`config.mk`:
```
export PLATFORM = sky130hd
export DESIGN_NAME = json_string_escaper_core
export DESIGN_NICKNAME = d
export VERILOG_FILES = /design/src/sv/jse_pkg.sv /design/src/sv/jse_front.sv /design/src/sv/jse_queue.sv /design/src/sv/jse_back.sv /design/src/sv/json_string_escaper_core.sv
export SDC_FILE = /design/constraint.sdc
export NUM_CORES = 1
export LEC_CHECK = 0
export ABC_CLOCK_PERIOD_IN_PS = 15400
export CORE_ASPECT_RATIO = 2
export CORE_UTILIZATION = 45
export CTS_BUF_LIST = sky130_fd_sc_hd__clkbuf_4 sky130_fd_sc_hd__clkbuf_8
export DETAILED_ROUTE_END_ITERATION = 16
export DONT_BUFFER_PORTS = 1
export SLEW_MARGIN = 40
export SYNTH_ARGS = -nofsm -noshare
export SYNTH_HDL_FRONTEND = slang
export SYNTH_SLANG_ARGS = --single-unit
```
`constraint.sdc`:
```
create_clock -name clk -period 15.4 [get_ports clk]
set_clock_uncertainty 0.1 [all_clocks]
set_input_delay 1.54 -clock clk [delete_from_list [all_inputs] [get_ports clk]]
set_output_delay 1.54 -clock clk [all_outputs]
set_load 0.005 [all_outputs]
```
`src/sv/jse_pkg.sv`:
```
// shared types, character codes and defaults of the json string escaper
package jse_pkg;

    // default depth of the queue between decoder and expander
    localparam int QUEUE_DEPTH_DEFAULT = 4;

    // replacement rune for broken utf-8
    localparam logic [20:0] REPLACEMENT_RUNE = 21'h00FFFD;

    // character codes
    localparam logic [7:0] CHAR_BACKSLASH = 8'h5C;
    localparam logic [7:0] CHAR_QUOTE     = 8'h22;
    localparam logic [7:0] CHAR_U         = 8'h75;
    localparam logic [7:0] CHAR_B         = 8'h62;
    localparam logic [7:0] CHAR_F         = 8'h66;
    localparam logic [7:0] CHAR_N         = 8'h6E;
    localparam logic [7:0] CHAR_R         = 8'h72;
    localparam logic [7:0] CHAR_T         = 8'h74;
    localparam logic [7:0] CHAR_ZERO      = 8'h30;
    localparam logic [7:0] CHAR_ALPHA_OFS = 8'h37;

    // one rune to be written out
    typedef struct packed {
        logic [20:0] code;  // code point, or the raw byte in simple mode
        logic        raw;   // pass through unchanged unless special
        logic        err;   // sticky error flag shown on its characters
    } rune_t;

    // one decoded input byte: up to two runes
    typedef struct packed {
        rune_t first;
        rune_t second;
        logic  has_second;
        logic  last;        // byte closed the string
    } cmd_t;

    // queue side seen by the expander
    typedef struct packed {
        cmd_t head;
        logic valid;
    } queue_out_t;

endpackage

```
`src/sv/jse_front.sv`:
```
// utf-8 decoder and byte classifier feeding the expander queue
module jse_front
(
    input  logic            clk,
    input  logic            rst_n,
    input  logic            fire,
    input  logic [7:0]      in_byte,
    input  logic            in_last,
    input  logic            unicode_mode,
    output jse_pkg::cmd_t   cmd,
    output logic            cmd_valid
);

    logic [20:0] acc_reg;
    logic [20:0] acc_next;
    logic [1:0]  pend_reg;
    logic [1:0]  pend_next;
    logic [1:0]  slen_reg;
    logic [1:0]  slen_next;
    logic        err_reg;
    logic        err_next;

    logic        bad_a;
    logic        has_b;
    logic        b_bad;
    logic        b_raw;
    logic [20:0] b_code;
    logic        bad_c;
    logic        start_en;
    logic        seq_ok;
    logic        err_b;

    jse_pkg::rune_t rune_a;
    jse_pkg::rune_t rune_b;
    jse_pkg::rune_t rune_c;

    // decode one byte against the pending sequence
    always_comb
    begin
        acc_next  = acc_reg;
        pend_next = pend_reg;
        slen_next = slen_reg;
        bad_a     = 1'b0;
        has_b     = 1'b0;
        b_bad     = 1'b0;
        b_raw     = 1'b0;
        b_code    = 21'd0;
        bad_c     = 1'b0;
        start_en  = 1'b0;
        seq_ok    = 1'b0;
        if (unicode_mode)
        begin
            if (pend_reg == 2'd0)
            begin
                start_en = 1'b1;
            end
            else if (in_byte[7:6] != 2'b10)
            begin
                // interrupted sequence, byte starts afresh
                bad_a     = 1'b1;
                acc_next  = 21'd0;
                pend_next = 2'd0;
                slen_next = 2'd0;
                start_en  = 1'b1;
            end
            else
            begin
                acc_next  = {acc_reg[14:0], in_byte[5:0]};
                pend_next = pend_reg - 2'd1;
                if (pend_next == 2'd0)
                begin
                    unique case (slen_reg)
                        2'd1:    seq_ok = (acc_next >= 21'h80);
                        2'd2:    seq_ok = (acc_next >= 21'h800) &&
                                          ((acc_next < 21'hD800) || (acc_next > 21'hDFFF));
                        default: seq_ok = (acc_next >= 21'h10000) && (acc_next <= 21'h10FFFF);
                    endcase
                    has_b     = 1'b1;
                    b_bad     = !seq_ok;
                    b_code    = seq_ok ? acc_next : jse_pkg::REPLACEMENT_RUNE;
                    acc_next  = 21'd0;
                    slen_next = 2'd0;
                end
            end
            // sequence start
            if (start_en)
            begin
                if (!in_byte[7])
                begin
                    has_b  = 1'b1;
                    b_code = {13'd0, in_byte};
                end
                else if (in_byte >= 8'hC2 && in_byte <= 8'hDF)
                begin
                    acc_next  = {16'd0, in_byte[4:0]};
                    pend_next = 2'd1;
                    slen_next = 2'd1;
                end
                else if (in_byte >= 8'hE0 && in_byte <= 8'hEF)
                begin
                    acc_next  = {17'd0, in_byte[3:0]};
                    pend_next = 2'd2;
                    slen_next = 2'd2;
                end
                else if (in_byte >= 8'hF0 && in_byte <= 8'hF4)
                begin
                    acc_next  = {18'd0, in_byte[2:0]};
                    pend_next = 2'd3;
                    slen_next = 2'd3;
                end
                else
                begin
                    has_b  = 1'b1;
                    b_bad  = 1'b1;
                    b_code = jse_pkg::REPLACEMENT_RUNE;
                end
            end
            // truncated end of string
            if (in_last && pend_next != 2'd0)
            begin
                bad_c     = 1'b1;
                acc_next  = 21'd0;
                pend_next = 2'd0;
                slen_next = 2'd0;
            end
        end
        else
        begin
            // simple mode drops any partial sequence
            acc_next  = 21'd0;
            pend_next = 2'd0;
            slen_next = 2'd0;
            has_b     = 1'b1;
            b_raw     = 1'b1;
            b_code    = {13'd0, in_byte};
        end
        err_next = err_reg | bad_a | b_bad | bad_c;
        if (in_last)
        begin
            acc_next  = 21'd0;
            pend_next = 2'd0;
            slen_next = 2'd0;
            err_next  = 1'b0;
        end
    end

    // build the runes in emission order
    assign err_b  = err_reg | bad_a | b_bad;
    assign rune_a = '{code: jse_pkg::REPLACEMENT_RUNE, raw: 1'b0, err: 1'b1};
    assign rune_b = '{code: b_code, raw: b_raw, err: err_b};
    assign rune_c = '{code: jse_pkg::REPLACEMENT_RUNE, raw: 1'b0, err: 1'b1};

    // pack at most two runes into one command
    always_comb
    begin
        cmd.last       = in_last;
        cmd.first      = bad_a ? rune_a : (has_b ? rune_b : rune_c);
        cmd.has_second = (bad_a && has_b) || ((bad_a || has_b) && bad_c);
        cmd.second     = (bad_a && has_b) ? rune_b : rune_c;
    end

    assign cmd_valid = bad_a | has_b | bad_c;

    // decoder state
    always_ff @(posedge clk or negedge rst_n)
    begin
        if (!rst_n)
        begin
            acc_reg  <= 21'd0;
            pend_reg <= 2'd0;
            slen_reg <= 2'd0;
            err_reg  <= 1'b0;
        end
        else if (fire)
        begin
            acc_reg  <= acc_next;
            pend_reg <= pend_next;
            slen_reg <= slen_next;
            err_reg  <= err_next;
        end
    end

    // a closed string leaves no sequence and no error behind
    assert property (@(posedge clk) disable iff (!rst_n)
        (fire && in_last) |=> (pend_reg == 2'd0 && err_reg == 1'b0))
        else $error("state not cleared after end of string");

    // a byte that ends a string always yields characters
    assert property (@(posedge clk) disable iff (!rst_n)
        (fire && in_last) |-> cmd_valid)
        else $error("end of string produced no characters");

endmodule

```
`src/sv/jse_queue.sv`:
```
// short command queue between decoder and expander
module jse_queue
#(
    parameter int DEPTH = jse_pkg::QUEUE_DEPTH_DEFAULT
)
(
    input  logic                  clk,
    input  logic                  rst_n,
    input  logic                  push,
    input  jse_pkg::cmd_t         push_cmd,
    input  logic                  pop,
    output logic                  full,
    output jse_pkg::queue_out_t   q_out
);

    localparam int PTR_W = $clog2(DEPTH);
    localparam int CNT_W = $clog2(DEPTH + 1);

    jse_pkg::cmd_t    entry_reg [DEPTH];
    logic [PTR_W-1:0] wr_ptr_reg;
    logic [PTR_W-1:0] wr_ptr_next;
    logic [PTR_W-1:0] rd_ptr_reg;
    logic [PTR_W-1:0] rd_ptr_next;
    logic [CNT_W-1:0] count_reg;
    logic [CNT_W-1:0] count_next;

    // pointer wrap and fill count
    always_comb
    begin
        wr_ptr_next = wr_ptr_reg;
        rd_ptr_next = rd_ptr_reg;
        count_next  = count_reg;
        if (push)
        begin
            wr_ptr_next = (wr_ptr_reg == PTR_W'(DEPTH - 1)) ? '0 : wr_ptr_reg + PTR_W'(1);
        end
        if (pop)
        begin
            rd_ptr_next = (rd_ptr_reg == PTR_W'(DEPTH - 1)) ? '0 : rd_ptr_reg + PTR_W'(1);
        end
        if (push && !pop)
        begin
            count_next = count_reg + CNT_W'(1);
        end
        else if (pop && !push)
        begin
            count_next = count_reg - CNT_W'(1);
        end
    end

    always_ff @(posedge clk or negedge rst_n)
    begin
        if (!rst_n)
        begin
            wr_ptr_reg <= '0;
            rd_ptr_reg <= '0;
            count_reg  <= '0;
        end
        else
        begin
            wr_ptr_reg <= wr_ptr_next;
            rd_ptr_reg <= rd_ptr_next;
            count_reg  <= count_next;
        end
    end

    // entry storage
    always_ff @(posedge clk)
    begin
        if (push)
        begin
            entry_reg[wr_ptr_reg] <= push_cmd;
        end
    end

    assign full        = (count_reg == CNT_W'(DEPTH));
    assign q_out.valid = (count_reg != '0);
    assign q_out.head  = entry_reg[rd_ptr_reg];

    assert property (@(posedge clk) disable iff (!rst_n) !(push && full))
        else $error("push into full queue");

    assert property (@(posedge clk) disable iff (!rst_n) !(pop && !q_out.valid))
        else $error("pop from empty queue");

endmodule

```
`src/sv/jse_back.sv`:
```
// expander: turns queued runes into output characters with an output register
module jse_back
(
    input  logic                 clk,
    input  logic                 rst_n,
    input  jse_pkg::queue_out_t  q_out,
    output logic                 pop,
    output logic                 out_valid,
    input  logic                 out_ready,
    output logic [7:0]           out_char,
    output logic                 out_last,
    output logic                 string_done,
    output logic                 decode_error
);

    // escape letter of a special character, zero when not special
    function automatic logic [7:0] special_letter(input logic [20:0] code);
        logic [7:0] letter;
        letter = 8'd0;
        if (code[20:8] == 13'd0)
        begin
            unique case (code[7:0])
                8'h08:                   letter = jse_pkg::CHAR_B;
                8'h0C:                   letter = jse_pkg::CHAR_F;
                8'h0A:                   letter = jse_pkg::CHAR_N;
                8'h0D:                   letter = jse_pkg::CHAR_R;
                8'h09:                   letter = jse_pkg::CHAR_T;
                jse_pkg::CHAR_BACKSLASH: letter = jse_pkg::CHAR_BACKSLASH;
                jse_pkg::CHAR_QUOTE:     letter = jse_pkg::CHAR_QUOTE;
                default:                 letter = 8'd0;
            endcase
        end
        return letter;
    endfunction

    // upper-case hex digit
    function automatic logic [7:0] hex_digit(input logic [3:0] nib);
        logic [7:0] ch;
        if (nib < 4'd10)
        begin
            ch = jse_pkg::CHAR_ZERO + {4'd0, nib};
        end
        else
        begin
            ch = jse_pkg::CHAR_ALPHA_OFS + {4'd0, nib};
        end
        return ch;
    endfunction

    // number of characters a rune expands to
    function automatic logic [3:0] rune_len(input jse_pkg::rune_t r);
        logic [3:0] len;
        if (special_letter(r.code) != 8'd0)
        begin
            len = 4'd2;
        end
        else if (r.raw || (r.code >= 21'h20 && r.code <= 21'h7F))
        begin
            len = 4'd1;
        end
        else if (r.code <= 21'hFFFF)
        begin
            len = 4'd6;
        end
        else
        begin
            len = 4'd12;
        end
        return len;
    endfunction

    // character at a position of a rune's expansion
    function automatic logic [7:0] rune_char(input jse_pkg::rune_t r, input logic [3:0] pos);
        logic [7:0]  letter;
        logic [19:0] ofs;
        logic [15:0] word;
        logic [3:0]  sub;
        logic [7:0]  ch;
        letter = special_letter(r.code);
        ofs    = 20'(r.code - 21'h10000);
        if (pos < 4'd6)
        begin
            sub  = pos;
            word = (r.code <= 21'hFFFF) ? r.code[15:0] : {6'b110110, ofs[19:10]};
        end
        else
        begin
            sub  = pos - 4'd6;
            word = {6'b110111, ofs[9:0]};
        end
        if (letter != 8'd0)
        begin
            ch = (pos == 4'd0) ? jse_pkg::CHAR_BACKSLASH : letter;
        end
        else if (r.raw || (r.code >= 21'h20 && r.code <= 21'h7F))
        begin
            ch = r.code[7:0];
        end
        else
        begin
            case (sub)
                4'd0:    ch = jse_pkg::CHAR_BACKSLASH;
                4'd1:    ch = jse_pkg::CHAR_U;
                4'd2:    ch = hex_digit(word[15:12]);
                4'd3:    ch = hex_digit(word[11:8]);
                4'd4:    ch = hex_digit(word[7:4]);
                default: ch = hex_digit(word[3:0]);
            endcase
        end
        return ch;
    endfunction

    logic           out_valid_reg;
    logic           out_valid_next;
    logic [7:0]     out_char_reg;
    logic           out_last_reg;
    logic           string_done_reg;
    logic           decode_error_reg;
    logic [3:0]     pos_reg;
    logic [3:0]     pos_next;
    logic           sel_reg;
    logic           sel_next;

    jse_pkg::rune_t cur_rune;
    logic [3:0]     cur_len;
    logic           final_rune;
    logic           rune_end;
    logic           cmd_end;
    logic           advance;
    logic           step;
    logic [7:0]     cur_char;

    // current rune and position within it
    assign cur_rune   = sel_reg ? q_out.head.second : q_out.head.first;
    assign cur_len    = rune_len(cur_rune);
    assign cur_char   = rune_char(cur_rune, pos_reg);
    assign final_rune = sel_reg || !q_out.head.has_second;
    assign rune_end   = (pos_reg == cur_len - 4'd1);
    assign cmd_end    = rune_end && final_rune;

    // output register accepts a new character when empty or taken
    assign advance = !out_valid_reg || out_ready;
    assign step    = advance && q_out.valid;
    assign pop     = step && cmd_end;

    always_comb
    begin
        pos_next       = pos_reg;
        sel_next       = sel_reg;
        out_valid_next = out_valid_reg;
        if (advance)
        begin
            out_valid_next = q_out.valid;
        end
        if (step)
        begin
            pos_next = rune_end ? 4'd0 : pos_reg + 4'd1;
            sel_next = cmd_end ? 1'b0 : (rune_end ? 1'b1 : sel_reg);
        end
    end

    // control state
    always_ff @(posedge clk or negedge rst_n)
    begin
        if (!rst_n)
        begin
            out_valid_reg <= 1'b0;
            pos_reg       <= 4'd0;
            sel_reg       <= 1'b0;
        end
        else
        begin
            out_valid_reg <= out_valid_next;
            pos_reg       <= pos_next;
            sel_reg       <= sel_next;
        end
    end

    // output payload
    always_ff @(posedge clk)
    begin
        if (step)
        begin
            out_char_reg     <= cur_char;
            out_last_reg     <= cmd_end;
            string_done_reg  <= cmd_end && q_out.head.last;
            decode_error_reg <= cur_rune.err;
        end
    end

    assign out_valid    = out_valid_reg;
    assign out_char     = out_char_reg;
    assign out_last     = out_last_reg;
    assign string_done  = string_done_reg;
    assign decode_error = decode_error_reg;

    assert property (@(posedge clk) disable iff (!rst_n)
        (out_valid_reg && string_done_reg) |-> out_last_reg)
        else $error("string end without byte end");

    assert property (@(posedge clk) disable iff (!rst_n) pos_reg <= 4'd11)
        else $error("expansion position out of range");

endmodule

```
`src/sv/json_string_escaper_core.sv`:
```
// top level of the json string escaper: decoder, command queue, expander
//
//  channel   direction  signals                                         transfer when
//  in        input      in_valid in_ready in_byte in_last               in_valid && in_ready
//  out       output     out_valid out_ready out_char out_last           out_valid && out_ready
//                       string_done decode_error
//  cfg       input      cfg_valid cfg_ready cfg_data                    cfg_valid && cfg_ready
//
//  the decoder takes one byte per cycle while the queue has room; a byte that only extends
//  a utf-8 sequence yields no character; the expander writes one character per cycle while
//  out_ready is high, up to 12 per byte, so the output rate sets the sustained input rate
//  the first character of a byte passes the queue write and then the output register
//  reset clears the mode register, the decoder state, the queue and the output register
//  a stalled output fills the queue; in_ready drops only when the queue is full
module json_string_escaper_core
#(
    parameter int QUEUE_DEPTH = jse_pkg::QUEUE_DEPTH_DEFAULT
)
(
    input  logic       clk,
    input  logic       rst_n,
    input  logic       in_valid,
    output logic       in_ready,
    input  logic [7:0] in_byte,
    input  logic       in_last,
    output logic       out_valid,
    input  logic       out_ready,
    output logic [7:0] out_char,
    output logic       out_last,
    output logic       string_done,
    output logic       decode_error,
    input  logic       cfg_valid,
    output logic       cfg_ready,
    input  logic       cfg_data
);

    logic                unicode_mode_reg;
    logic                in_fire;
    logic                queue_full;
    logic                cmd_valid;
    logic                pop;
    jse_pkg::cmd_t       cmd;
    jse_pkg::queue_out_t q_out;

    // mode register, written at any time
    assign cfg_ready = 1'b1;

    always_ff @(posedge clk or negedge rst_n)
    begin
        if (!rst_n)
        begin
            unicode_mode_reg <= 1'b0;
        end
        else if (cfg_valid && cfg_ready)
        begin
            unicode_mode_reg <= cfg_data;
        end
    end

    // input transfer
    assign in_ready = !queue_full;
    assign in_fire  = in_valid && in_ready;

    jse_front u_front
    (
        .clk          (clk),
        .rst_n        (rst_n),
        .fire         (in_fire),
        .in_byte      (in_byte),
        .in_last      (in_last),
        .unicode_mode (unicode_mode_reg),
        .cmd          (cmd),
        .cmd_valid    (cmd_valid)
    );

    jse_queue
    #(
        .DEPTH (QUEUE_DEPTH)
    )
    u_queue
    (
        .clk      (clk),
        .rst_n    (rst_n),
        .push     (in_fire && cmd_valid),
        .push_cmd (cmd),
        .pop      (pop),
        .full     (queue_full),
        .q_out    (q_out)
    );

    jse_back u_back
    (
        .clk          (clk),
        .rst_n        (rst_n),
        .q_out        (q_out),
        .pop          (pop),
        .out_valid    (out_valid),
        .out_ready    (out_ready),
        .out_char     (out_char),
        .out_last     (out_last),
        .string_done  (string_done),
        .decode_error (decode_error)
    );

endmodule

```
==> impl_metrics.yaml <==
sta:
  slew_limit_fails: 0
  rsz_0062_raised_after_global_routing: "false"
  worst_slew_pin_slew_ps: 776
  finalSetupViolCount: 0
  setup-tns-final_ps: 0
  layout_worst_path_cycle_share: 0.414
  worst_rel_slew_slack: 0.479
  fin_crit_ps: 6370
  achievable-frequency_mhz: 157
  hold_violations: 0
synthesis:
  dominantRegCellSynth: "sky130_fd_sc_hd__edfxtp_1"
  fraction_of_the_mapped_netlist_area_in_simple_logic_gates: 0.108
  yosysUniqueCellTypes: 84
  synthesis.area_sq_um: 11500
  synth_top_cell_area_share: 0.528
  synth_top_cells_by_count: "sky130_fd_sc_hd__edfxtp_1 (203), sky130_fd_sc_hd__nand2_1 (70), sky130_fd_sc_hd__mux4_2 (42)"
  ys.warnings.count: 0
  synth-compound-area-share: 0.101
  post_synth_mux_area_share: 0.129
  synth-seq-cells: 237
  synth_seq_area_share: 0.602
  syn_avg_cell_area_sq_um: 14.1
  yosysMostFrequentCell: "sky130_fd_sc_hd__edfxtp_1"
  synthAdderAreaFrac: 0.0234
  synth_area_leaders: "sky130_fd_sc_hd__edfxtp_1 (53%), sky130_fd_sc_hd__mux4_2 (8.2%), sky130_fd_sc_hd__dfrtp_1 (7.4%)"
  ys_async_sr_fraction: 0.143
  netlist_instances: 821
  largest_area_contributor_in_the_synthesized_netlist: "sky130_fd_sc_hd__edfxtp_1"
  yosys.area_share.xor_xnor: 0.0121
  synth_top_family_by_area: "multiplexers"
  synth-edff-count: 203
final_layout:
  final_util: 0.507
  layout_net_count: 906
  largest_reg_flops: 192
  finish.cell_count_without_fillers: 1232
  layout-area-overhead-vs-synth_pct: 10.4
  final_layout_size_suffix_gt1_frac: 0.189
floorplanning:
  pin_count: 29
  die_width_um: 115
  die_y_um: 228
  die_area_sq_um: 26300
  core.rowCount: 82
  floorplan.initialDensity: 0.459
  core-area_sq_um: 25100
detailed_routing:
  final_antenna_net_count: 0
  postRouteWirelength_um: 29000
  route.vias.total: 7227
  routed_via_density: 5.87
  dr.first_iter.drc_count: 422
  dr.pass1.iters: 5
  route.detailed.wl_per_inst_um: 23.6
  drc: 0
clock_network:
  worst_skew_pair.late_latency_ps: 550
  max_h_tree_level: 2
  cts_setup_buffers: 0
  cts-resized-gates: 0
  cts_root_buf: "sky130_fd_sc_hd__clkbuf_8"
  cts_hold_buffers: 0
  clock_tree.buffer_depth: 3
  cts_buffers: 34
  tritoncts_clock_tree: "done"
  clk_pin_slew_worst_paths_ps: 60
  clkSinkCount: 237
setup_path:
  worst_reg_to_reg_path_cell_count: 19
  crit_path_cell_trace: "buf_4 > mux4_1 > mux2i_2 > or3_1 > or4_1 > mux2i_1 > o21ai_2 > nand2_1 > ha_1 > xor2_1 > nand2_1 > nor3_1 > a211oi_4 > nor4_4 > inv_1 > ha_1 > inv_1 > fa_1 > mux2_2"
  timing.setup.critical_path_class: "register to register"
  reg2reg_slack_ps: 9030
  crit_path_start_kind: "register"
  rr_endpoint: "u_queue.count_reg[1]"
  critPathArrivalTime_ps: 6700
  critical_path.top_delay_family: "simple AND/OR/NAND/NOR gates"
  largest_incremental_delay_on_the_critical_path_ps: 720
  critical_path.reg2reg.startpoint: "u_queue.rd_ptr_reg[1]"
  critPathMaxFanout: 27
  path_buf_inv: 3
  worst_path_cell_with_the_longest_stage_delay: "sky130_fd_sc_hd__dfrtp_2"
  cp.required_ps: 15730
  startpoint: "u_queue.rd_ptr_reg[1]"
  endpoint_kind: "register"
global_route:
  grt_util_all_layers: 0.233
  first_global_vias: 7758
  maximum_number_of_pins_on_one_net_before_global_route_repair: 49
  overflow: 0
  antenna_found_initial: 1
  global_route_wire_length_before_repair_um: 44500
min_path:
  worst_hold_launch: "u_queue.count_reg[2]"
  holdCritPathClass: "register to register"
  timing.hold.worst_path_depth: 1
  end_of_the_worst_hold_path: "u_queue.count_reg[2]"
power_and_ir_drop:
  power_density_nw_per_um2: 200
  irDropWorstVdd_mv: 0.156
  cellLeakagePower_nw: 4.35
place:
  finalWeightedCongestion: 0.945
  numPlacedInstances: 1170
  port_buffer_cells: 0
  dp_hpwl_um: 21000
run:
  timing.max_cap.violations: 0
status:
  run_status: "complete, no violations"
## how the worst max path moves through the flow
stage / to / slack (ps) / depth (start not counted)
after detailed placement: u_queue.count_reg[1] / 8960 / 19
after floorplan: u_queue.count_reg[1] / 9980 / 23
final: u_queue.count_reg[1] / 9030 / 19
after CTS: u_queue.count_reg[1] / 8940 / 19
after global placement: u_queue.count_reg[1] / 9140 / 19
after global routing: u_queue.count_reg[1] / 8500 / 19
## per-stage QoR
stage / cell area [sq um] / setup slack, ps / total power, W / hold WS [ps]
floorplan: 11600 / 9980 / 0.00170 / 364
global placement: 12000 / 9140 / 0.00202 / 380
detailed placement: 12000 / 8960 / 0.00204 / 388
CTS: 12700 / 8940 / 0.00256 / 400
global route: 12700 / 8500 / 0.00268 / 412
finish: 12700 / 9030 / 0.00254 / 397
## worst register-to-register path, stage by stage (launching register included)
cell                       delay, ps
sky130_fd_sc_hd__dfrtp_2         720
sky130_fd_sc_hd__buf_4           560
sky130_fd_sc_hd__mux4_1          370
sky130_fd_sc_hd__mux2i_2         130
sky130_fd_sc_hd__or3_1           420
sky130_fd_sc_hd__or4_1           630
sky130_fd_sc_hd__mux2i_1         220
sky130_fd_sc_hd__o21ai_2         480
sky130_fd_sc_hd__nand2_1         250
sky130_fd_sc_hd__ha_1            280
sky130_fd_sc_hd__xor2_1          210
sky130_fd_sc_hd__nand2_1          80
sky130_fd_sc_hd__nor3_1          310
sky130_fd_sc_hd__a211oi_4        120
sky130_fd_sc_hd__nor4_4          290
sky130_fd_sc_hd__inv_1           100
sky130_fd_sc_hd__ha_1            230
sky130_fd_sc_hd__inv_1            70
sky130_fd_sc_hd__fa_1            400
sky130_fd_sc_hd__mux2_2          270
## layer usage
| metal | global-route usage | wire length (um) | vias to the layer above |
|---|---|---|---|
| li1 | - | - | 3301 |
| met5 | 0 | 0 | - |
| met3 | 0.0281 | 860 | 75 |
| met1 | 0.236 | 9920 | 3664 |
| met4 | 0.125 | 1360 | 0 |
| met2 | 0.448 | 16900 | 187 |
## cell families (layout without fill, tap and decap cells)
family / count (synthesis) / in the layout
flops: 237 / 237
mux: 87 / 87
simple gates: 238 / 238
buf+inv: 54 / 101
xor+xnor: 16 / 16
compound gates: 166 / 166
other cells: 2 / 30
fa+ha+maj: 21 / 21
## final cells by class
class                           count  area [sq um]
Timing Repair Buffer               18           135
Fill cell                        2156         12400
Antenna cell                        1          2.50
Tap cell                          336           420
Inverter                           22          82.6
Clock buffer                       46           589
Sequential cell                   237          6950
Multi-Input combinational cell    557          4450
Clock inverter                     15           119
## cell usage in the layout, fill, tap and decap left out, drive strengths merged, types with 20 or more instances in the layout
cell,netlist,final
edfxtp,203,203
nand2,70,70
o21ai,47,47
mux4,46,46
clkbuf,10,46
nor2,36,36
dfrtp,34,34
a21oi,32,32
conb,2,29
inv,22,25
nor3,22,22
mux2i,22,22
ha,20,20
## where the power goes
| group | switching, W | internal, W | leakage (nW) |
|---|---|---|---|
| clock network | 0.000239 | 0.000271 | 0.365 |
| logic | 0.000682 | 0.000416 | 1.76 |
| registers | 0.0000838 | 0.000851 | 2.22 |
| total | 0.00100 | 0.00154 | 4.35 |
No activity file was read; power rests on OpenSTA's default activity.
